File: config.mk
export PLATFORM = sky130hd
export DESIGN_NAME = ofdma_random_access_backoff_unit
export DESIGN_NICKNAME = d
export VERILOG_FILES = /design/src/hw/rtl/orab_pkg.sv /design/src/hw/rtl/orab_mod.sv /design/src/hw/rtl/orab_dp.sv /design/src/hw/rtl/orab_ctrl.sv /design/src/hw/rtl/ofdma_random_access_backoff_unit.sv
export SDC_FILE = /design/constraint.sdc
export NUM_CORES = 1
export LEC_CHECK = 0
export ABC_AREA = 1
export BUFFER_PORTS_ARGS = -buffer_cell sky130_fd_sc_hd__buf_2
export CAP_MARGIN = 20
export CORE_MARGIN = 4
export CORE_UTILIZATION = 50
export CTS_CLUSTER_DIAMETER = 100
export DETAILED_ROUTE_END_ITERATION = 10
export PLACE_DENSITY = 0.68
export SLEW_MARGIN = 40
export SYNTH_ARGS = -nofsm -noshare
export SYNTH_HDL_FRONTEND = slang
export SYNTH_SLANG_ARGS = --single-unit
File: constraint.sdc
create_clock -name clk -period 8.4 [get_ports clk]
set_input_delay 0.42 -clock clk [delete_from_list [all_inputs] [get_ports clk]]
set_output_delay 0.42 -clock clk [all_outputs]
set_load 0.05 [all_outputs]
File: src/hw/rtl/orab_pkg.sv
// Shared widths, codes and control types for the OFDMA random-access backoff unit.
package orab_pkg;

	localparam int WIN_W  = 10;
	localparam int UNIT_W = 7;
	localparam int FUNC_W = 2;
	localparam int CAT_W  = 2;
	localparam int REM_W  = WIN_W + 1;

	localparam int NUM_CATEGORIES_DEF = 4;
	localparam int RANDOM_BITS_DEF    = 16;

	localparam logic [WIN_W-1:0] WINDOW_MIN_RST = 10'd7;
	localparam logic [WIN_W-1:0] WINDOW_MAX_RST = 10'd31;

	// item function codes
	localparam logic [FUNC_W-1:0] FUNC_TRIGGER = 2'd0;
	localparam logic [FUNC_W-1:0] FUNC_RESULT  = 2'd1;
	localparam logic [FUNC_W-1:0] FUNC_INIT    = 2'd2;

	// configuration register indexes
	localparam logic REG_WINDOW_MIN = 1'b0;
	localparam logic REG_WINDOW_MAX = 1'b1;

	// controller to datapath commands
	typedef struct packed {
		logic load;
		logic prep;
		logic step;
		logic commit;
	} orab_cmd_t;

	// datapath to controller status
	typedef struct packed {
		logic need_draw;
		logic draw_last;
	} orab_status_t;

endpackage

File: src/hw/rtl/orab_mod.sv
// Iterative remainder unit: one dividend bit per cycle while step is high, restoring form.
module orab_mod
	import orab_pkg::*;
#(
	parameter int RANDOM_BITS = RANDOM_BITS_DEF
) (
	input  logic                   clk,
	input  logic                   arst_n,
	input  logic                   start,
	input  logic                   step,
	input  logic [RANDOM_BITS-1:0] dividend,
	input  logic [REM_W-1:0]       divisor,
	output logic [REM_W-1:0]       rem,
	output logic                   last
);

	localparam int CNT_W = $clog2(RANDOM_BITS);

	logic [RANDOM_BITS-1:0] dvd_q;
	logic [REM_W-1:0]       div_q;
	logic [REM_W-1:0]       rem_q;
	logic [CNT_W-1:0]       cnt_q;
	logic [REM_W-1:0]       shifted;
	logic [REM_W-1:0]       rem_nxt;

	// shift in the next dividend bit and subtract when it fits
	always_comb begin
		shifted = {rem_q[REM_W-2:0], dvd_q[RANDOM_BITS-1]};
		if (shifted >= div_q) begin
			rem_nxt = shifted - div_q;
		end else begin
			rem_nxt = shifted;
		end
	end

	// step counter
	always_ff @(posedge clk or negedge arst_n) begin
		if (!arst_n) begin
			cnt_q <= '0;
		end else if (start) begin
			cnt_q <= '0;
		end else if (step) begin
			cnt_q <= cnt_q + CNT_W'(1);
		end
	end

	// operand and remainder registers
	always_ff @(posedge clk) begin
		if (start) begin
			dvd_q <= dividend;
			div_q <= divisor;
			rem_q <= '0;
		end else if (step) begin
			dvd_q <= {dvd_q[RANDOM_BITS-2:0], 1'b0};
			rem_q <= rem_nxt;
		end
	end

	assign rem  = rem_q;
	assign last = (cnt_q == CNT_W'(RANDOM_BITS - 1));

endmodule

File: src/hw/rtl/orab_dp.sv
// Datapath: configuration, per-category state, item decode, draw and result register.
module orab_dp
	import orab_pkg::*;
#(
	parameter int NUM_CATEGORIES = NUM_CATEGORIES_DEF,
	parameter int RANDOM_BITS    = RANDOM_BITS_DEF
) (
	input  logic                   clk,
	input  logic                   arst_n,
	input  orab_cmd_t              cmd,
	output orab_status_t           status,
	input  logic                   cfg_we,
	input  logic                   cfg_index,
	input  logic [WIN_W-1:0]       cfg_data,
	input  logic [FUNC_W-1:0]      func,
	input  logic [CAT_W-1:0]       access_category,
	input  logic [UNIT_W-1:0]      unit_count,
	input  logic                   success,
	input  logic [RANDOM_BITS-1:0] random_value,
	output logic                   attempt,
	output logic [UNIT_W-1:0]      chosen_unit,
	output logic [WIN_W-1:0]       window_now,
	output logic [WIN_W-1:0]       backoff_now
);

	logic [WIN_W-1:0] window_min_q;
	logic [WIN_W-1:0] window_max_q;
	logic [WIN_W-1:0] windows_q  [NUM_CATEGORIES];
	logic [WIN_W-1:0] backoffs_q [NUM_CATEGORIES];

	// latched item
	logic [FUNC_W-1:0]      func_q;
	logic [CAT_W-1:0]       cat_q;
	logic [UNIT_W-1:0]      n_q;
	logic                   ok_q;
	logic [RANDOM_BITS-1:0] r_q;

	// decoded item
	logic             wr_q;
	logic [WIN_W-1:0] res_w_q;
	logic [WIN_W-1:0] res_b_q;
	logic             res_att_q;
	logic             draw_unit_q;
	logic             draw_backoff_q;

	// output payload
	logic              att_q;
	logic [UNIT_W-1:0] unit_q;
	logic [WIN_W-1:0]  win_out_q;
	logic [WIN_W-1:0]  bo_out_q;

	logic             cat_ok;
	logic [WIN_W-1:0] w_cur;
	logic [WIN_W-1:0] b_cur;
	logic [REM_W-1:0] dbl;
	logic             p_wr;
	logic [WIN_W-1:0] p_w;
	logic [WIN_W-1:0] p_b;
	logic             p_att;
	logic             p_draw_unit;
	logic             p_draw_backoff;
	logic [REM_W-1:0] p_divisor;
	logic [REM_W-1:0] rem;
	logic             draw_last;
	logic [WIN_W-1:0] fin_b;
	logic [UNIT_W-1:0] fin_unit;

	// configuration registers
	always_ff @(posedge clk or negedge arst_n) begin
		if (!arst_n) begin
			window_min_q <= WINDOW_MIN_RST;
			window_max_q <= WINDOW_MAX_RST;
		end else if (cfg_we) begin
			unique case (cfg_index)
				REG_WINDOW_MIN: window_min_q <= cfg_data;
				REG_WINDOW_MAX: window_max_q <= cfg_data;
				default: ;
			endcase
		end
	end

	// capture the accepted item
	always_ff @(posedge clk) begin
		if (cmd.load) begin
			func_q <= func;
			cat_q  <= access_category;
			n_q    <= unit_count;
			ok_q   <= success;
			r_q    <= random_value;
		end
	end

	// select the category state
	always_comb begin
		cat_ok = (32'(cat_q) < NUM_CATEGORIES);
		w_cur  = '0;
		b_cur  = '0;
		for (int i = 0; i < NUM_CATEGORIES; i++) begin
			if (32'(cat_q) == i) begin
				w_cur = windows_q[i];
				b_cur = backoffs_q[i];
			end
		end
	end

	// decode the item against the category state
	always_comb begin
		dbl            = {w_cur, 1'b1};
		p_wr           = 1'b0;
		p_w            = w_cur;
		p_b            = b_cur;
		p_att          = 1'b0;
		p_draw_unit    = 1'b0;
		p_draw_backoff = 1'b0;
		p_divisor      = REM_W'(n_q);
		if (!cat_ok) begin
			p_w = '0;
			p_b = '0;
		end else begin
			unique case (func_q)
				FUNC_TRIGGER: begin
					if (n_q != '0) begin
						p_wr = 1'b1;
						if (b_cur > WIN_W'(n_q)) begin
							p_b = b_cur - WIN_W'(n_q);
						end else begin
							p_b         = '0;
							p_att       = 1'b1;
							p_draw_unit = 1'b1;
						end
					end
				end
				FUNC_RESULT, FUNC_INIT: begin
					p_wr           = 1'b1;
					p_draw_backoff = 1'b1;
					if (func_q == FUNC_INIT || ok_q) begin
						p_w = window_min_q;
					end else if (dbl < REM_W'(window_max_q)) begin
						p_w = dbl[WIN_W-1:0];
					end else begin
						p_w = window_max_q;
					end
					p_divisor = REM_W'(p_w) + REM_W'(1);
				end
				default: ;
			endcase
		end
	end

	// hold the decoded item for the draw
	always_ff @(posedge clk) begin
		if (cmd.prep) begin
			wr_q           <= p_wr;
			res_w_q        <= p_w;
			res_b_q        <= p_b;
			res_att_q      <= p_att;
			draw_unit_q    <= p_draw_unit;
			draw_backoff_q <= p_draw_backoff;
		end
	end

	orab_mod #(
		.RANDOM_BITS(RANDOM_BITS)
	) u_mod (
		.clk      (clk),
		.arst_n   (arst_n),
		.start    (cmd.prep),
		.step     (cmd.step),
		.dividend (r_q),
		.divisor  (p_divisor),
		.rem      (rem),
		.last     (draw_last)
	);

	assign status = '{need_draw: p_draw_unit | p_draw_backoff, draw_last: draw_last};

	// merge the remainder into the result
	assign fin_b    = draw_backoff_q ? rem[WIN_W-1:0] : res_b_q;
	assign fin_unit = draw_unit_q ? rem[UNIT_W-1:0] : '0;

	// write back the category state
	always_ff @(posedge clk or negedge arst_n) begin
		if (!arst_n) begin
			for (int i = 0; i < NUM_CATEGORIES; i++) begin
				windows_q[i]  <= WINDOW_MIN_RST;
				backoffs_q[i] <= '0;
			end
		end else if (cmd.commit && wr_q) begin
			for (int i = 0; i < NUM_CATEGORIES; i++) begin
				if (32'(cat_q) == i) begin
					windows_q[i]  <= res_w_q;
					backoffs_q[i] <= fin_b;
				end
			end
		end
	end

	// result register
	always_ff @(posedge clk) begin
		if (cmd.commit) begin
			att_q     <= res_att_q;
			unit_q    <= fin_unit;
			win_out_q <= res_w_q;
			bo_out_q  <= fin_b;
		end
	end

	assign attempt     = att_q;
	assign chosen_unit = unit_q;
	assign window_now  = win_out_q;
	assign backoff_now = bo_out_q;

endmodule

File: src/hw/rtl/orab_ctrl.sv
// Controller: sequences accept, decode, draw and result hand-off for one item at a time.
module orab_ctrl
	import orab_pkg::*;
(
	input  logic         clk,
	input  logic         arst_n,
	input  logic         in_valid,
	output logic         in_stall,
	output logic         out_valid,
	input  logic         out_stall,
	input  orab_status_t status,
	output orab_cmd_t    cmd
);

	typedef enum logic [1:0] {
		ST_IDLE,
		ST_PREP,
		ST_DRAW,
		ST_DONE
	} state_t;

	state_t state_q;
	logic   out_valid_q;
	logic   out_free;
	logic   accept;

	assign out_free = !out_valid_q || !out_stall;
	assign in_stall = (state_q != ST_IDLE);
	assign accept   = in_valid && (state_q == ST_IDLE);

	// commands from the current state
	always_comb begin
		cmd.load   = accept;
		cmd.prep   = (state_q == ST_PREP);
		cmd.step   = (state_q == ST_DRAW);
		cmd.commit = (state_q == ST_DONE) && out_free;
	end

	// state and result valid
	always_ff @(posedge clk or negedge arst_n) begin
		if (!arst_n) begin
			state_q     <= ST_IDLE;
			out_valid_q <= 1'b0;
		end else begin
			if (cmd.commit) begin
				out_valid_q <= 1'b1;
			end else if (!out_stall) begin
				out_valid_q <= 1'b0;
			end
			unique case (state_q)
				ST_IDLE: begin
					if (accept) begin
						state_q <= ST_PREP;
					end
				end
				ST_PREP: begin
					state_q <= status.need_draw ? ST_DRAW : ST_DONE;
				end
				ST_DRAW: begin
					if (status.draw_last) begin
						state_q <= ST_DONE;
					end
				end
				ST_DONE: begin
					if (out_free) begin
						state_q <= ST_IDLE;
					end
				end
				default: state_q <= ST_IDLE;
			endcase
		end
	end

	assign out_valid = out_valid_q;

endmodule

File: src/hw/rtl/ofdma_random_access_backoff_unit.sv
// Top level of the OFDMA random-access backoff unit.
// Each item is captured on accept, decoded in ST_PREP, drawn in ST_DRAW when it needs a draw,
// and committed in ST_DONE once the output register is free. Items are handled one at a time;
// the bit-serial remainder unit takes one dividend bit per cycle during a draw.
// A finished result waits in the output register while the next item is taken in.
// Reset: windows 7, backoffs 0, window_min 7, window_max 31; no clearing pass.
module ofdma_random_access_backoff_unit
	import orab_pkg::*;
#(
	parameter int NUM_CATEGORIES = NUM_CATEGORIES_DEF,
	parameter int RANDOM_BITS    = RANDOM_BITS_DEF
) (
	input  logic                   clk,
	input  logic                   arst_n,
	input  logic                   cfg_we,
	input  logic                   cfg_index,
	input  logic [WIN_W-1:0]       cfg_data,
	input  logic                   in_valid,
	output logic                   in_stall,
	input  logic [FUNC_W-1:0]      func,
	input  logic [CAT_W-1:0]       access_category,
	input  logic [UNIT_W-1:0]      unit_count,
	input  logic                   success,
	input  logic [RANDOM_BITS-1:0] random_value,
	output logic                   out_valid,
	input  logic                   out_stall,
	output logic                   attempt,
	output logic [UNIT_W-1:0]      chosen_unit,
	output logic [WIN_W-1:0]       window_now,
	output logic [WIN_W-1:0]       backoff_now
);

	orab_cmd_t    cmd;
	orab_status_t status;

	orab_ctrl u_ctrl (
		.clk       (clk),
		.arst_n    (arst_n),
		.in_valid  (in_valid),
		.in_stall  (in_stall),
		.out_valid (out_valid),
		.out_stall (out_stall),
		.status    (status),
		.cmd       (cmd)
	);

	orab_dp #(
		.NUM_CATEGORIES (NUM_CATEGORIES),
		.RANDOM_BITS    (RANDOM_BITS)
	) u_dp (
		.clk             (clk),
		.arst_n          (arst_n),
		.cmd             (cmd),
		.status          (status),
		.cfg_we          (cfg_we),
		.cfg_index       (cfg_index),
		.cfg_data        (cfg_data),
		.func            (func),
		.access_category (access_category),
		.unit_count      (unit_count),
		.success         (success),
		.random_value    (random_value),
		.attempt         (attempt),
		.chosen_unit     (chosen_unit),
		.window_now      (window_now),
		.backoff_now     (backoff_now)
	);

	// an accepted item keeps the input side busy in the cycle after the accept
	a_busy_after_accept: assert property (@(posedge clk) disable iff (!arst_n)
		in_valid && !in_stall |=> in_stall)
		else $error("input taken again right after an accept");

	// a drawn or reduced backoff never exceeds the window
	a_backoff_in_window: assert property (@(posedge clk) disable iff (!arst_n)
		out_valid |-> backoff_now <= window_now)
		else $error("backoff above contention window");

	// an attempt leaves the backoff at zero
	a_attempt_zero_backoff: assert property (@(posedge clk) disable iff (!arst_n)
		out_valid && attempt |-> backoff_now == '0)
		else $error("attempt with nonzero backoff");

	// a unit is reported only with an attempt
	a_unit_needs_attempt: assert property (@(posedge clk) disable iff (!arst_n)
		out_valid && !attempt |-> chosen_unit == '0)
		else $error("unit reported without attempt");

endmodule

# ---- Word-level counts from Yosys, hierarchy flattened
# Cells that the tools add are included.
dict set report totals {
  register_bits 223
  word_cells 109
}
dict set report classes {
  n_addsub 4
  order_cmp 3
  n_eq_ne 13
  n_mux 35
  bitwise 2
  n_reduce_logical 21
}
# op n
set op_table {}
lappend op_table {{$mux W10} 17}
lappend op_table {{$mux W16} 2}
lappend op_table {{$reduce_and A2 Y1} 6}
lappend op_table {{$add A10 B1 Y11 const B} 1}
lappend op_table {{$ge A11 B11 Y1} 1}
lappend op_table {{$lt A11 B10 Y1} 1}
lappend op_table {{$eq A2 B2 Y1 const B} 5}
lappend op_table {{$gt A10 B7 Y1} 1}
lappend op_table {{$sub A10 B10 Y10} 1}
lappend op_table {{$sub A10 B7 Y10} 1}
lappend op_table {{$mux W1} 8}
lappend op_table {{$mux W4} 2}
lappend op_table {{$ne A2 B1 Y1 const B} 4}
lappend op_table {{$pmux W2 S4} 1}
lappend op_table {{$mux W7} 1}
lappend op_table {{$reduce_bool A7 Y1} 1}
lappend op_table {{$eq A2 B1 Y1 const B} 3}
lappend op_table {{$logic_not A2 Y1} 3}
lappend op_table {{$mux W2} 3}
lappend op_table {{$add A4 B1 Y4 const B} 1}
lappend op_table {{$eq A4 B4 Y1 const B} 1}
lappend op_table {{$reduce_bool A2 Y1} 2}
lappend op_table {{$logic_and A1 B1 Y1} 3}
lappend op_table {{$reduce_and A3 Y1} 1}
lappend op_table {{other kinds (6)} 8}

# ---- Depth between registers and ports, before layout
# Gate-level depths: netlist of run 1.
dict set report logic_depth {
  depth_word 12
  depth_mapped 24
}

# ---- Cells and area by module
# A second synthesis of run 1 with hierarchy kept.
dict set report unflattened {
  hier_cells 1199
  hier_area_um2 11006.8
}
# mod instances cells_per_inst area_each_um2
set modules_own_cells {}
lappend modules_own_cells {orab_dp 1 851 8284.2}
lappend modules_own_cells {orab_mod 1 310 2444.8}
lappend modules_own_cells {orab_ctrl 1 38 277.8}

# ---- Least setup slack after synthesis of run 1
# No wires, ideal clock.
dict set report synth_timing {
  kind {reg-to-reg}
  from {register u_ctrl.out_valid_q (netlist: u_ctrl.out_valid)}
  to {register u_dp.backoffs_q[30] in the netlist's numbering}
  setup_ns 0.125
  t_arrival_ns 3.415
  t_required_ns 8.275
  path_slack_ns 4.860
  path_stages_with_launch 6
  path_buffers 1
  path_cell_list {dfrtp_1 a21oi_1 nand2_1 nor2_1 buf_2 mux2_2}
}
# item line
set synth_lines {}
lappend synth_lines {{start: declaration} orab_ctrl.sv:23} ;# logic out_valid_q;
lappend synth_lines {{start signal: assignment} orab_ctrl.sv:43} ;# out_valid_q <= 1'b0;
lappend synth_lines {{start signal: assignment} orab_ctrl.sv:46} ;# out_valid_q <= 1'b1;
lappend synth_lines {{start signal: assignment} orab_ctrl.sv:48} ;# out_valid_q <= 1'b0;
lappend synth_lines {{end signal: indexed assignment} orab_dp.sv:192} ;# backoffs_q[i] <= fin_b;
lappend synth_lines {{end: declaration} orab_dp.sv:29} ;# logic [WIN_W-1:0] backoffs_q [NUM_CATEGORIES];

# ---- Worst setup path after layout of run 1
dict set report layout_timing {
  from {register u_dp.cat_q[0]}
  to {register u_dp.u_mod.div_q[4], data pin}
}
dict set report layout_via {
  elab_chain_len 11
  word_cells_on_any_way 14
  classes_between {add/sub: 1; order compare: 1; eq/ne: 3; mux: 8; reduce/logical: 1}
}
# item line
set layout_lines {}
lappend layout_lines {{start: declaration} orab_dp.sv:33} ;# logic [CAT_W-1:0] cat_q;
lappend layout_lines {{start signal: assignment} orab_dp.sv:86} ;# cat_q <= access_category;
lappend layout_lines {{$logic_not A2 Y1} orab_dp.sv:99} ;# if (32'(cat_q) == i) begin
lappend layout_lines {{$mux W10 (3 in a row)} orab_dp.sv:99}
lappend layout_lines {{$mux W10 (*)} orab_dp.sv:99}
lappend layout_lines {{$lt A11 B10 Y1} orab_dp.sv:138} ;# end else if (dbl < REM_W'(window_max_q)) begin
lappend layout_lines {{$mux W10 (*)} orab_dp.sv:138}
lappend layout_lines {{$mux W10 (*)} orab_dp.sv:136} ;# if (func_q == FUNC_INIT || ok_q) begin
lappend layout_lines {{$mux W10 (*)} orab_dp.sv:120} ;# unique case (func_q)
lappend layout_lines {{$add A10 B1 Y11 (*)} orab_dp.sv:143} ;# p_divisor = REM_W'(p_w) + REM_W'(1);
lappend layout_lines {{$mux W7 (*)} orab_dp.sv:120}
lappend layout_lines {{via u_dp.p_divisor[4]} orab_dp.sv:62} ;# logic [REM_W-1:0] p_divisor;
lappend layout_lines {{end signal: assignment} orab_mod.sv:51} ;# div_q <= divisor;
lappend layout_lines {{end: declaration} orab_mod.sv:20} ;# logic [REM_W-1:0] div_q;
# Mark *: on every way through the listed nets, which the timed path passes. The rest lies on a longest branch. The select of a mux whose other input is x is not followed.
# A chain may end at the register's enable or synchronous reset.

==> flow_summary.yaml, run 1 <==
hold_path:
  holdPathStages: 1
  hold_path.startpoint: "random_value[15]"
  worst_hold_path.endpoint: "u_dp.r_q[15]$_DFFE_PP_"
  hp-class: "in -> reg"
setup_path:
  worst-path-buf-inv: 3
  timing.rr.end: "u_dp.u_mod.div_q[4]$_DFFE_PP_"
  worstPathRequired_ns: 8.66
  timing.reg2reg.worst_path_depth: 21
  path_cells: "nor2_2 > inv_1 > o221ai_1 > o21ai_1 > ha_1 > a21o_1 > a21oi_1 > nand2_2 > nor2_8 > nand2_4 > nand2_1 > nand3_1 > nand2_1 > inv_1 > ha_1 > nand3_1 > inv_1 > a21oi_1 > nor2_1 > nand2_1 > nand2_1"
  crit_path_start_kind: "register"
  worstSetupStartpoint: "u_dp.cat_q[0]$_DFFE_PP_"
  worst-path-max-fanout: 18
  ws_path_type: "reg -> reg"
  reg2reg_from: "u_dp.cat_q[0]$_DFFE_PP_"
  cpPeakStageDelay_ns: 0.66
  worst-r2r-setup-slack_ns: 4.20
  crit_path_top_delay_cell: "sky130_fd_sc_hd__edfxtp_1"
  timing.critical_path.max_delay_family: "simple AND/OR/NAND/NOR gates"
  timing.critical_path.to_type: "register"
  timing.critical_path.mode_cell: "sky130_fd_sc_hd__nand2_1"
  cp_data_arrival_time_ns: 4.46
clock_tree:
  postCtsSetupBuffers: 0
  clock_sink_count: 223
  cts.path.max_buffers: 3
  clock_tree.root_cell: "sky130_fd_sc_hd__clkbuf_16"
  cts.repair.resized: 0
  path_clk_slew_ns: 0.06
  clock_tree.htree_level_count: 1
  postCtsHoldBufs: 1
  clk_latency_ns: 0.52
  cts_inserted_buffers: 25
  cts_tree: "done"
sta:
  max-slew-margin-rel: 0.494
  finalHoldViolations: 0
  finalSetupTns_ns: 0
  finClkSkew_ns: 0.0156
  maxSlewViolCount: 0
  setup_viol_count_final: 0
  grt_setup_unrepaired: "false"
  period_needed_ns: 4.20
  max_freq_mhz: 238
  worst_slew_pin_slew_ns: 0.759
  timing.final.crit_share: 0.500
placement:
  port-buffer-count: 73
  gp_congestion: 0.888
  dp_hpwl_um: 16700
yosys:
  synthesis.area_per_instance_um2: 10.2
  syn-num-nets: 1111
  post-synth-top-area-fraction: 0.303
  synth_cell_type_count: 47
  yosys_register_bits: 223
  synth_top_cells_by_count: "206 x sky130_fd_sc_hd__nand2_1, 127 x sky130_fd_sc_hd__inv_1, 110 x sky130_fd_sc_hd__o21ai_0, 106 x sky130_fd_sc_hd__edfxtp_1, 87 x sky130_fd_sc_hd__dfrtp_1"
  asyncSetResetFlopFracSynth: 0.480
  synthesis.yosys.warnings: 0
  syn-cell-area_um2: 10500
  synth_largest_area_cell: "sky130_fd_sc_hd__edfxtp_1"
  post_synth_edffs: 106
  synth.most_common_cell: "sky130_fd_sc_hd__nand2_1"
  syn_inst: 1029
  synth_sequential_area_ratio: 0.579
  ys_dominant_reg_cell: "sky130_fd_sc_hd__edfxtp_1"
  post_synth_main_area_contributors: "sky130_fd_sc_hd__edfxtp_1 30%, sky130_fd_sc_hd__dfrtp_1 21%, sky130_fd_sc_hd__nand2_1 7.4%, sky130_fd_sc_hd__mux2_2 5.9%, sky130_fd_sc_hd__o21ai_0 5.2%"
drt:
  routed_wire_length_per_instance_um: 17.1
  detail_route.drc_violations: 0
  drt_pre_antenna_iters: 5
  drt_iter0_markers: 479
  ant_nets: 0
  detail_route.vias_per_cell: 5.35
  drt_wl_total_um: 23900
  vias: 7468
finish:
  final_layout_size_suffix_gt1_frac: 0.201
  synthToLayoutAreaGrowth_pct: 14.4
  final_util: 0.587
  antenna_cells: 0
  final_nets: 1189
global_routing:
  wire_length_of_the_first_global_routing_pass_um: 38500
  grt.overflow.total: 0
  grt_usage: 0.201
  first_global_vias: 7119
  grt_max_degree: 65
  grt_antenna_before_repair: 0
power:
  p_leak_nw: 5.37
  cellPowerDensity_nw_per_um2: 389
  power_mw: 4.68
  internal_power_mw: 2.90
  power.clock.fraction: 0.235
  sw_frac_of_total: 0.381
  p_comb_frac: 0.355
  switchingPower_mw: 1.79
  pwr-share-seq: 0.410
  ir_worst_vdd_v: 0.000210
floorplan:
  placement_rows: 52
  die-area_um2: 23400
  floorplan.die.height_um: 153
  core-area_um2: 20500
  die_x_um: 153
  initial_core_utilization: 0.513
  io-pin-count: 74
job:
  max_cap_viol_count: 0
run_status:
  outcome: "finished clean"
flip-flops by register name, summed over array words and instances (netlist names), 10 cells and up:
register / flops
u_dp.window_min_q: 10
u_dp.res_b_q: 10
u_dp.window_now: 10
u_dp.u_mod.div_q: 11
u_dp.r_q: 16
u_dp.backoff_now: 10
u_dp.res_w_q: 10
u_dp.backoffs_q: 40
u_dp.window_max_q: 10
u_dp.windows_q: 40
u_dp.u_mod.rem: 10
u_dp.u_mod.dvd_q: 16
placed cells by master (no fill, tap or decap), drive strengths merged, types with 6 or more instances in the layout:
master / Yosys / layout
a21oi: 54 / 54
buf: 4 / 81
clkbuf: 27 / 32
clkinv: 2 / 7
dfrtp: 87 / 87
dfstp: 20 / 20
dfxtp: 10 / 10
edfxtp: 106 / 106
ha: 36 / 36
inv: 131 / 134
mux2: 55 / 55
nand2: 215 / 215
nand3: 33 / 33
nand4: 6 / 6
nor2: 57 / 57
nor3: 6 / 6
o21ai: 113 / 113
o221ai: 11 / 11
o22ai: 10 / 10
xor2: 9 / 9
area by class of cell:
cell class	count	area (µm²)
fillers	1831	8460
flip-flops and latches	223	6090
multi-input cells	642	3830
clock buffers	32	683
inverters	133	499
repair buffers	82	442
well taps	270	338
clock inverters	13	154
per-layer routing:
layer	wire length [µm]	vias up	global-route usage
met4	624	0	0.0539
met1	11100	3567	0.293
met2	10800	215	0.315
met3	1370	45	0.0328
li1	-	3641	-
met5	0	-	0
worst max path at each step:
stage	to	slack (ns)	cells after the start
after floorplan	u_dp.backoffs_q[30]$_DFFE_PN0P_	4.86	5
after global placement	u_dp.res_b_q[3]$_DFFE_PP_	4.37	16
after detailed placement	u_dp.u_mod.div_q[8]$_SDFFCE_PP0P_	4.28	20
after CTS	u_dp.u_mod.div_q[8]$_SDFFCE_PP0P_	4.28	20
after global routing	u_dp.u_mod.div_q[4]$_DFFE_PP_	3.86	21
final	u_dp.u_mod.div_q[4]$_DFFE_PP_	4.20	21
power groups by stage:
stage	clock network, mW	logic (mW)	registers (mW)
6_report	1.10	1.66	1.92
5_1_grt	1.17	1.85	1.97
4_1_cts	1.13	1.67	1.92
3_5_place_dp	0	1.66	1.94
3_3_place_gp	0	1.63	1.93
2_1_floorplan	0	1.09	2.01
through the flow:
stage	cells	area, µm²	setup WS (ns)	hold WS [ns]
floorplan	1029	10500	4.86	0.124
global placement	1349	11200	4.37	0.452
detailed placement	1349	11200	4.28	0.454
CTS	1395	12000	4.28	0.0575
global route	1395	12000	3.86	0.0598
finish	1395	12000	4.20	0.0825
logic make-up (layout without fill, tap and decap cells):
kind of cell / after synthesis / after routing / synth area share
AND/OR/NAND/NOR: 325 / 325 / 0.132
XOR/XNOR: 12 / 12 / 0.00999
buffers and inverters: 164 / 260 / 0.0592
multiplexers: 55 / 55 / 0.0589
adder cells (fa/ha/maj): 38 / 38 / 0.0466
flip-flops: 223 / 223 / 0.579
AO/OA/AOI/OAI: 212 / 212 / 0.114
No activity file was read; power rests on OpenSTA's default activity.
==> run 2, diff against run 1 <==
- ABC_AREA: 1 -> 0
- PLACE_DENSITY: 0.68 -> 0.71
- clock period: 8.4 -> 3.5 ns (I/O delays scaled with it)
==> flow_summary.yaml, run 2 <==
run_status:
  outcome: "complete, but fails checks"
  violated_checks: "negative setup slack"
setup_path:
  worstPathRequired_ns: 3.77
  reg2reg_from: "u_dp.cat_q[0]$_DFFE_PP_"
  cp_data_arrival_time_ns: 3.85
  crit_path_start_kind: "register"
  timing.critical_path.to_type: "register"
  worst-r2r-setup-slack_ns: -0.08
  timing.rr.end: "u_dp.u_mod.div_q[8]$_SDFFCE_PP0P_"
  timing.reg2reg.worst_path_depth: 13
  worst-path-max-fanout: 9
  ws_path_type: "reg -> reg"
drt:
  route.met3.wl_um: 928
  drt_wl_total_um: 23000
  m1WireLength_um: 9880
  drt_pre_antenna_iters: 5
  ant_nets: 0
  detail_route.vias_per_cell: 5.45
  detail_route.drc_violations: 0
  routed_wire_length_per_instance_um: 18.2
  highest_layer: "met4"
  drt_iter0_markers: 493
  vias: 6875
  wl_met2_um: 11400
yosys:
  post_synth_main_area_contributors: "sky130_fd_sc_hd__edfxtp_1 31%, sky130_fd_sc_hd__dfrtp_1 21%, sky130_fd_sc_hd__mux2_2 9.2%, sky130_fd_sc_hd__dfstp_2 5.1%, sky130_fd_sc_hd__ha_1 4.3%"
  post-synth-top-area-fraction: 0.307
  synth_largest_area_cell: "sky130_fd_sc_hd__edfxtp_1"
  post_synth_edffs: 106
  synthesis.yosys.warnings: 0
  synth.most_common_cell: "sky130_fd_sc_hd__edfxtp_1"
  ys_dominant_reg_cell: "sky130_fd_sc_hd__edfxtp_1"
  synth_top_cells_by_count: "106 x sky130_fd_sc_hd__edfxtp_1, 87 x sky130_fd_sc_hd__dfrtp_1, 85 x sky130_fd_sc_hd__mux2_2, 71 x sky130_fd_sc_hd__nand2_1, 62 x sky130_fd_sc_hd__inv_1"
  synthesis.area_per_instance_um2: 12.8
  synth_sequential_area_ratio: 0.587
  asyncSetResetFlopFracSynth: 0.480
  syn-num-nets: 893
  yosys_register_bits: 223
  syn-cell-area_um2: 10400
  synth_cell_type_count: 56
  syn_inst: 811
floorplan:
  die-area_um2: 23100
  floorplan.die.height_um: 152
  die_x_um: 152
  io-pin-count: 74
  core-area_um2: 20300
  initial_core_utilization: 0.511
  placement_rows: 52
sta:
  period_needed_ns: 3.58
  timing.final.crit_share: 1.02
  worst_slew_pin_slew_ns: 0.796
  grt_setup_unrepaired: "true"
  finalHoldViolations: 0
  final_critical_path_setup_slack_ns: -0.0825
  maxSlewViolCount: 0
  max_freq_mhz: 279
  finClkSkew_ns: 0.00638
  max-slew-margin-rel: 0.469
  setup_viol_count_final: 5
global_routing:
  grt_antenna_before_repair: 0
  first_global_vias: 6996
  grt_max_degree: 108
  wire_length_of_the_first_global_routing_pass_um: 36800
  grt_usage: 0.195
  grt.overflow.total: 0
power:
  internal_power_mw: 7.74
  switchingPower_mw: 4.48
  sw_frac_of_total: 0.367
  ir_worst_vdd_v: 0.000504
  cellPowerDensity_nw_per_um2: 955
  power.clock.fraction: 0.192
  p_comb_frac: 0.428
  pwr-share-seq: 0.379
  p_leak_nw: 5.46
finish:
  layout.filler_cells: 1549
  antenna_cells: 0
  final_layout_size_suffix_gt1_frac: 0.337
  synthToLayoutAreaGrowth_pct: 23.3
  mostFrequentLayoutCells: "106 x sky130_fd_sc_hd__edfxtp_1, 87 x sky130_fd_sc_hd__dfrtp_1, 85 x sky130_fd_sc_hd__mux2_2"
  final_util: 0.630
  final_nets: 1055
  reg.largest.list: "u_dp.backoffs_q: 40 flops, u_dp.windows_q: 40 flops"
  mostFrequentLayoutCell: "sky130_fd_sc_hd__edfxtp_1"
  finalInstanceArea_um2: 12800
clock_tree:
  clk_latency_ns: 0.52
  clock_tree.root_cell: "sky130_fd_sc_hd__clkbuf_16"
  cts.path.max_buffers: 3
  path_clk_slew_ns: 0.06
  clock_tree.htree_level_count: 1
  cts_inserted_buffers: 25
  cts_tree: "done"
  clock_sink_count: 223
placement:
  gp_congestion: 0.925
  dp_hpwl_um: 15700
  port-buffer-count: 73
  dpl_cell_area_um2: 11400
hold_path:
  hold_path.startpoint: "cfg_index"
  holdPathStages: 3
  worst_hold_path.endpoint: "u_dp.window_min_q[4]$_DFFE_PN0P_"
  hp-class: "in -> reg"
job:
  max_cap_viol_count: 0
==> run 2: cell types whose count changed in the layout (fill, tap and decap cells not counted), sizes merged, moves of 29 or more <==
cell and delta:
dlygate4sd3 +39, mux2 +30, mux2i +29, buf +48
nand2 -144, inv -70, o21ai -63
==> run 2: kinds of logic (layout without fill, tap and decap cells) <==
family | count (synthesis) | after routing | share of synthesized area
DFF | 223 | 223 | 0.587
AOI/OAI and AO/OA | 133 | 133 | 0.0792
buffers and inverters | 97 | 278 | 0.0366
and+or+nand+nor | 176 | 176 | 0.0785
adders and majority gates | 38 | 38 | 0.0473
xor gates and xnor gates | 11 | 11 | 0.00929
muxes | 133 | 133 | 0.162
==> run 2: how the worst max path moves through the flow <==
stage | start | to | slack, ns | cells past startpoint
5_1_grt | u_dp.cat_q[0]$_DFFE_PP_ | u_dp.u_mod.div_q[6]$_DFFE_PP_ | -0.24 | 15
6_report | u_dp.cat_q[0]$_DFFE_PP_ | u_dp.u_mod.div_q[8]$_SDFFCE_PP0P_ | -0.08 | 13
3_3_place_gp | u_dp.cat_q[0]$_DFFE_PP_ | u_dp.u_mod.div_q[6]$_DFFE_PP_ | -0.02 | 15
3_5_place_dp | u_dp.cat_q[0]$_DFFE_PP_ | u_dp.u_mod.div_q[6]$_DFFE_PP_ | -0.13 | 15
2_1_floorplan | u_dp.cat_q[0]$_DFFE_PP_ | u_dp.u_mod.div_q[8]$_SDFFCE_PP0P_ | 0.007 | 14
4_1_cts | u_dp.cat_q[0]$_DFFE_PP_ | u_dp.u_mod.div_q[8]$_SDFFCE_PP0P_ | -0.06 | 13
==> run 2: routing by layer <==
layer	track usage	up-vias
li1	-	3251
met1	0.268	3410
met2	0.326	166
met3	0.0287	48
met4	0.0595	0
met5	0	-
==> run 2: power by group through the flow <==
stage	Clock, mW	Combinational (mW)	Sequential [mW]
after floorplan	0	3.15	4.82
after global placement	0	4.63	4.65
after detailed placement	0	4.77	4.68
after CTS	2.40	4.92	4.64
after global routing	2.51	5.75	4.75
final	2.35	5.23	4.64
==> run 2: repair_timing <==
action                     CTS  global route
hold endpoints to repair   136             0
buffers inserted             4             7
hold buffers                40             0
pin swaps                    0             6
gates cloned                 0             1
gates resized for setup      6            34
setup endpoints to repair    8            21
==> run 2: metrics by stage <==
stage               setup TNS (ns)  cells  setup WS, ns  power, mW  hold slack [ns]
detailed placement          -0.331   1164        -0.133       9.45            0.296
floorplan                        0    811       0.00728       7.97           -0.121
global placement           -0.0239   1163       -0.0182       9.28            0.289
global route                 -1.90   1262        -0.241       13.0            0.131
CTS                         -0.164   1254       -0.0603       12.0            0.107
finish                      -0.336   1262       -0.0825       12.2            0.129
==> run 2: worst max-delay path, stage by stage, from the launching register on <==
cell and delay, ns:
sky130_fd_sc_hd__edfxtp_1 0.39, sky130_fd_sc_hd__buf_12 0.15, sky130_fd_sc_hd__mux4_2 0.55, sky130_fd_sc_hd__ha_4 0.24
sky130_fd_sc_hd__a21o_1 0.16, sky130_fd_sc_hd__a211o_1 0.33, sky130_fd_sc_hd__a221oi_4 0.25, sky130_fd_sc_hd__clkbuf_16 0.21
sky130_fd_sc_hd__mux2i_4 0.24, sky130_fd_sc_hd__a21oi_2 0.08, sky130_fd_sc_hd__ha_2 0.23, sky130_fd_sc_hd__nand3_2 0.11
sky130_fd_sc_hd__and4bb_2 0.26, sky130_fd_sc_hd__mux2i_1 0.11
==> run 2: area by class of cell <==
type	count	area, µm²	area share
tap	270	338	0.0264
inverter	62	233	0.0182
multi-input combinational	491	4130	0.323
clock buffer	36	667	0.0521
clock inverter	10	60.1	0.00470
sequential	223	6090	0.476
timing repair buffer	170	1270	0.0997
